## src/rtl/mwd_pkg.sv

```systemverilog
// Package with types, constants and tap tables of the multilevel wavelet decomposer.
package mwd_pkg;

    // Fixed widths and limits of the block.
    localparam int MAX_SAMPLES_DEF = 1024;
    localparam int MAX_LEVELS      = 9;
    localparam int TAP_FRAC_BITS   = 16;
    localparam int TAP_W           = 18;
    localparam int MAX_TAPS        = 9;
    localparam int LVL_DEPTH       = 16;

    // Configuration register indexes.
    localparam logic REG_WAVELET_TYPE = 1'b0;
    localparam logic REG_LEVEL_LIMIT  = 1'b1;

    // Item kinds.
    localparam logic KIND_LOAD = 1'b0;
    localparam logic KIND_READ = 1'b1;

    typedef enum logic [2:0] {
        ST_IDLE,
        ST_START,
        ST_LVL,
        ST_MAC,
        ST_DRAIN,
        ST_WRITE,
        ST_RESP
    } state_t;

    // Control word from the sequencer to the multiply-accumulate unit.
    typedef struct packed {
        logic       vld;
        logic       clear;
        logic [3:0] k;
        logic [1:0] wt;
    } mac_ctl_t;

    typedef logic signed [TAP_W-1:0] tap_t;

    // Low-pass taps in Q2.16, rounded to nearest.
    function automatic tap_t tap_lo(input logic [1:0] wt, input logic [3:0] k);
        tap_t r;
        r = '0;
        case (wt)
            2'd0: case (k)
                4'd0, 4'd1: r = 18'sd46341;
                default:    r = '0;
            endcase
            2'd1: case (k)
                4'd0:    r = 18'sd31651;
                4'd1:    r = 18'sd54822;
                4'd2:    r = 18'sd14689;
                4'd3:    r = -18'sd8481;
                default: r = '0;
            endcase
            2'd2: case (k)
                4'd0:    r = 18'sd15098;
                4'd1:    r = 18'sd46848;
                4'd2:    r = 18'sd41345;
                4'd3:    r = -18'sd1834;
                4'd4:    r = -18'sd12258;
                4'd5:    r = 18'sd2021;
                4'd6:    r = 18'sd2155;
                4'd7:    r = -18'sd694;
                default: r = '0;
            endcase
            default: case (k)
                4'd0, 4'd8: r = 18'sd1753;
                4'd1, 4'd7: r = -18'sd1105;
                4'd2, 4'd6: r = -18'sd5126;
                4'd3, 4'd5: r = 18'sd17489;
                4'd4:       r = 18'sd39515;
                default:    r = '0;
            endcase
        endcase
        return r;
    endfunction

    // High-pass taps in Q2.16, rounded to nearest.
    function automatic tap_t tap_hi(input logic [1:0] wt, input logic [3:0] k);
        tap_t r;
        r = '0;
        case (wt)
            2'd0: case (k)
                4'd0:    r = 18'sd46341;
                4'd1:    r = -18'sd46341;
                default: r = '0;
            endcase
            2'd1: case (k)
                4'd0:    r = -18'sd8481;
                4'd1:    r = -18'sd14689;
                4'd2:    r = 18'sd54822;
                4'd3:    r = -18'sd31651;
                default: r = '0;
            endcase
            2'd2: case (k)
                4'd0:    r = -18'sd694;
                4'd1:    r = -18'sd2155;
                4'd2:    r = 18'sd2021;
                4'd3:    r = 18'sd12258;
                4'd4:    r = -18'sd1834;
                4'd5:    r = -18'sd41345;
                4'd6:    r = 18'sd46848;
                4'd7:    r = -18'sd15098;
                default: r = '0;
            endcase
            default: case (k)
                4'd1, 4'd7: r = 18'sd5982;
                4'd2, 4'd6: r = -18'sd3771;
                4'd3, 4'd5: r = -18'sd38750;
                4'd4:       r = 18'sd73078;
                default:    r = '0;
            endcase
        endcase
        return r;
    endfunction

    // Number of taps of each filter set.
    function automatic logic [3:0] tap_count(input logic [1:0] wt);
        logic [3:0] r;
        case (wt)
            2'd0:    r = 4'd2;
            2'd1:    r = 4'd4;
            2'd2:    r = 4'd8;
            default: r = 4'd9;
        endcase
        return r;
    endfunction

endpackage

```

## src/rtl/mwd_mac.sv

```systemverilog
// Shared multiply-accumulate unit for the low and high filter with rounding and saturation.
module mwd_mac (
    input  logic                   clk,
    input  logic                   rst_n,
    input  mwd_pkg::mac_ctl_t      ctl,
    input  logic signed [31:0]     x,
    output logic signed [31:0]     lo_q,
    output logic signed [31:0]     hi_q
);

    localparam int PROD_W = 32 + mwd_pkg::TAP_W;
    localparam int ACC_W  = PROD_W + 6;
    localparam int Q_W    = ACC_W - mwd_pkg::TAP_FRAC_BITS;

    logic                     p_vld_reg;
    logic signed [PROD_W-1:0] p_lo_reg;
    logic signed [PROD_W-1:0] p_hi_reg;
    logic signed [ACC_W-1:0]  acc_lo_reg;
    logic signed [ACC_W-1:0]  acc_hi_reg;

    // Product valid flag.
    always_ff @(posedge clk or negedge rst_n)
    begin
        if (!rst_n)
        begin
            p_vld_reg <= 1'b0;
        end
        else
        begin
            p_vld_reg <= ctl.vld;
        end
    end

    // Product stage, then accumulate stage.
    always_ff @(posedge clk)
    begin
        if (ctl.vld)
        begin
            p_lo_reg <= x * mwd_pkg::tap_lo(ctl.wt, ctl.k);
            p_hi_reg <= x * mwd_pkg::tap_hi(ctl.wt, ctl.k);
        end
        if (ctl.clear)
        begin
            acc_lo_reg <= '0;
            acc_hi_reg <= '0;
        end
        else if (p_vld_reg)
        begin
            acc_lo_reg <= acc_lo_reg + ACC_W'(p_lo_reg);
            acc_hi_reg <= acc_hi_reg + ACC_W'(p_hi_reg);
        end
    end

    // Round half up, drop the tap fraction and saturate to 32 bits.
    function automatic logic signed [31:0] round_sat(input logic signed [ACC_W-1:0] a);
        logic signed [ACC_W-1:0] t;
        logic signed [Q_W-1:0]   q;
        logic signed [31:0]      r;
        t = a + (ACC_W'(1) <<< (mwd_pkg::TAP_FRAC_BITS - 1));
        q = Q_W'(t >>> mwd_pkg::TAP_FRAC_BITS);
        if (q > Q_W'(32'sh7fff_ffff))
            r = 32'sh7fff_ffff;
        else if (q < -(Q_W'(33'sh0_8000_0000)))
            r = 32'sh8000_0000;
        else
            r = q[31:0];
        return r;
    endfunction

    assign lo_q = round_sat(acc_lo_reg);
    assign hi_q = round_sat(acc_hi_reg);

endmodule

```

## config.mk

```make
export PLATFORM = sky130hd
export DESIGN_NAME = mwd_mac
export DESIGN_NICKNAME = d
export VERILOG_FILES = /design/src/rtl/mwd_pkg.sv /design/src/rtl/mwd_mac.sv
export SDC_FILE = /design/constraint.sdc
export NUM_CORES = 2
export LEC_CHECK = 0
export ABC_CLOCK_PERIOD_IN_PS = 3900
export BUFFER_PORTS_ARGS = -buffer_cell sky130_fd_sc_hd__buf_4
export CAP_MARGIN = 20
export CORE_MARGIN = 3
export CORE_UTILIZATION = 40
export DETAILED_ROUTE_END_ITERATION = 7
export SYNTH_ARGS = -nofsm -noshare
export SYNTH_HDL_FRONTEND = slang
export SYNTH_SLANG_ARGS = --single-unit
```

## constraint.sdc

```tcl
create_clock -name clk -period 3.9 [get_ports clk]
set_input_delay 0.195 -clock clk [delete_from_list [all_inputs] [get_ports clk]]
set_output_delay 0.195 -clock clk [all_outputs]
set_load 0.02 [all_outputs]
```

==> results.txt <==
Relative slew slack -> 22.93%
Clk slew on worst S/H paths -> 0.06 ns
CTS Root Cell -> clkbuf_16
Detail Route Antenna Nets -> 0
Commonest register cell after synthesis -> dfxtp_1
CP max stage cell -> fa_2
Mapped Cells -> 6450
Syn Area/Cell -> 8.632 µm²
Simple-gate area share of the yosys netlist -> 16.11%
Final setup violation count -> 90
Routed Wire Length -> 154.9 mm
WP data arrival -> 7.26 ns
Placer Congestion -> 0.9235
# clock sinks -> 213
Largest net degree at the start of global routing -> 74
Netlist Area Pre-Place -> 55680 µm²
Share of flip-flops with an asynchronous set or reset -> 0.4695%
Fin. max-slew vios -> 0
DP Worst Slack -> -3.919 ns
Worst path max stage delay -> 0.53 ns
Routed vias/inst -> 5.019
Fin nets -> 8618
Internal reg-to-reg setup slack -> 0.17 ns
Vias in the first global route -> 46720
Final period utilization -> 178.6%
Yosys top cell by area -> fa_1
Setup ws final -> -3.064 ns
Min Tclk post-route -> 6.964 ns
Syn_nets -> 7961
Min-Delay Path Class -> input pin to register
Cell variety after synth -> 104
GR Overflow Total -> 0
Xor and xnor area share after synthesis -> 4.106%
Post-synthesis adder-cell area fraction -> 47.96%
H-tree depth -> 1
Chip width -> 379.1 µm
Flops & latches, synth -> 213
First-iteration detailed-routing DRC count -> 2930
Unrepaired setup endpoints after global routing -> true
Number of antenna violations at the first check in global routing -> 13
Maximum clock frequency -> 143.6 MHz
Die area -> 143700 µm²
# fillers -> 12710
Worst setup SP type -> input pin
DR pass1 iterations -> 6
Design Area, Final -> 69480 µm²
DR vias -> 44810
Worst slew pin tran -> 1.152 ns
Port-buffer cells -> 105
Clk_lat worst skew -> 0.56 ns
First-pass GRT wire length -> 248.8 mm
Total GRT Usage -> 21.60%
Post-DP HPWL -> 126.8 mm
Post-synth EDFFs -> 100
Setup TNS -> -203.56 ns
Endpoints failing hold -> 0
Origin of the worst setup path -> ctl[2]
Setup Skew -> 0.01749 ns
Hold WS -> 0.08535 ns
Starting Density -> 40.40%
Total CTS buffers -> 24
Worst Path Required -> 4.20 ns
Area Growth Syn to Fin -> 24.78%
Number of remaining DRC errors -> 0
Multiplexer area fraction after synthesis -> 1.290%
Die Y -> 379.1 µm
Io pins -> 106
CTS tree -> built
Placed Instance Area -> 64120 µm²
Reg-to-Reg Start -> p_lo_reg[8]$_DFFE_PP_
Register area share after synthesis -> 9.465%
Hold_sp -> ctl[7]
Routed len/inst -> 17.35 µm
Compound-cell area share of the yosys netlist -> 9.429%
Failing checks -> setup timing
Worst Setup End Kind -> register
Fraction of layout cells with a size suffix above 1 -> 22.67%
Critical Path Fanout Max -> 8
Largest family of logic cells by synthesized area -> adder cells
Clock buffer depth -> 3
Yosys top cell area share -> 39.87%
Most frequent CP cell -> fa_1
Synth warn -> 0
Standard-cell rows -> 136
Kind of critical path -> input pin to register
Max capacitance violation total -> 0
Total core area -> 137800 µm²
Synth area leaders -> fa_1 (40%), inv_1 (9.3%), ha_1 (8.1%), nand2_1 (6.2%), edfxtp_1 (5.4%)
Status -> complete, but fails checks
-- through the flow --
stage,util [%],instances
floorplan,-,6450
global placement,46.52,8735
detailed placement,46.52,8735
CTS,48.79,8861
global route,50.39,8920
finish,50.41,8928
-- cell usage after synthesis (6+ instances only) --
library cell  number
buf_1             41
clkbuf_1         271
nand2b_1          41
nor4_1             9
and4_1            13
xor2_1           100
ha_1             360
nand3_1           70
o22ai_1            9
a21oi_1          241
nand4_1           34
o21ai_2           15
a31oi_1           35
o21a_1            28
dfxtp_1          112
or2_2             11
o211ai_1           8
nor2_1           289
a31o_2             7
nor2b_1           29
and3_1            40
inv_1           1386
xnor2_1          161
or3_1             10
o31ai_1           10
a21o_1           124
o21ai_1           31
and2_1           373
nand2_1          924
mux2i_1           68
fa_1            1109
nor3_1            38
edfxtp_1         100
a211oi_1          28
a41oi_1            8
o21ai_0          140
a21boi_0           8
clkbuf_2           6
o21bai_1          34
-- repair_timing --
item / 4_1_cts / 5_1_grt
hold buffers: 2 / 0
buffers inserted: 75 / 69
cloned: 10 / 6
pin swaps: 136 / 217
endpoints found under the hold margin: 1 / 0
endpoints found under the setup margin: 116 / 156
resized for setup: 340 / 437
-- cells by family (layout without fill, tap and decap cells) --
logic type	count (synthesis)	in the layout
and+or+nand+nor	1916	1916
buffers and inverters	1713	2387
adders and majority gates	1469	1469
AOI/OAI and AO/OA	807	808
xor gates and xnor gates	261	261
DFF	213	213
muxes	71	71
other	0	9
-- final cells by class --
| type | instances | area [µm²] | area share, % |
|---|---|---|---|
| clock buffer | 29 | 671.9 | 0.9671 |
| antenna | 9 | 22.52 | 0.03242 |
| tap | 1794 | 2245 | 3.231 |
| inverter | 1386 | 5220 | 7.513 |
| multi-input combinational | 4525 | 46890 | 67.48 |
| sequential | 213 | 5289 | 7.613 |
| clock inverter | 15 | 166.4 | 0.2395 |
| timing repair buffer | 957 | 8976 | 12.92 |
-- critical path: cells and delay by family --
kind                     cells  cell delay [ns]
buffers and inverters       12             1.15
AO/OA/AOI/OAI               11             1.94
adder cells (fa/ha/maj)      8             3.32
AND/OR/NAND/NOR              3             0.51
XOR/XNOR                     1             0.14
-- layout by cell type (no fill, tap or decap), types with 37 or more instances in the layout --
| cell type | instances |
|---|---|
| buf_12 | 91 |
| a21o_1 | 124 |
| nand2_2 | 37 |
| fa_1 | 1062 |
| a21oi_1 | 158 |
| o21ai_0 | 99 |
| buf_6 | 92 |
| inv_2 | 82 |
| nand3_1 | 64 |
| mux2i_1 | 68 |
| o21ai_1 | 42 |
| fa_2 | 47 |
| xnor2_1 | 145 |
| edfxtp_1 | 100 |
| dfxtp_1 | 102 |
| ha_1 | 296 |
| nand2b_1 | 37 |
| nor2_1 | 252 |
| inv_1 | 1298 |
| nand2_1 | 873 |
| a21oi_2 | 55 |
| buf_4 | 747 |
| and2_1 | 344 |
| ha_4 | 57 |
| xor2_1 | 96 |
-- worst paths after layout --
check                                               to  depth (start not counted)
setup / recovery                p_hi_reg[42]$_DFFE_PP_                         35
hold / removal                  p_lo_reg[49]$_DFFE_PP_                          1
setup reg to reg           acc_lo_reg[44]$_SDFFE_PP0P_                         13
hold reg to reg             acc_hi_reg[4]$_SDFFE_PP0P_                          2
max in group asynchronous          p_vld_reg$_DFF_PN0_                          3
min in group asynchronous          p_vld_reg$_DFF_PN0_                          3
-- metal layers --
metal	vias to the layer above	part of all wire, %	global-route usage (%)
met1	22640	46	30.98
met5	-	0.028	0
met3	149	6.4	3.817
met2	984	45	34.41
li1	21030	-	-
met4	8	1.8	4.084
Power is left out: the tool's default activity adds up to more than one toggle a clock period on the data nets, which glitch-free logic cannot reach.
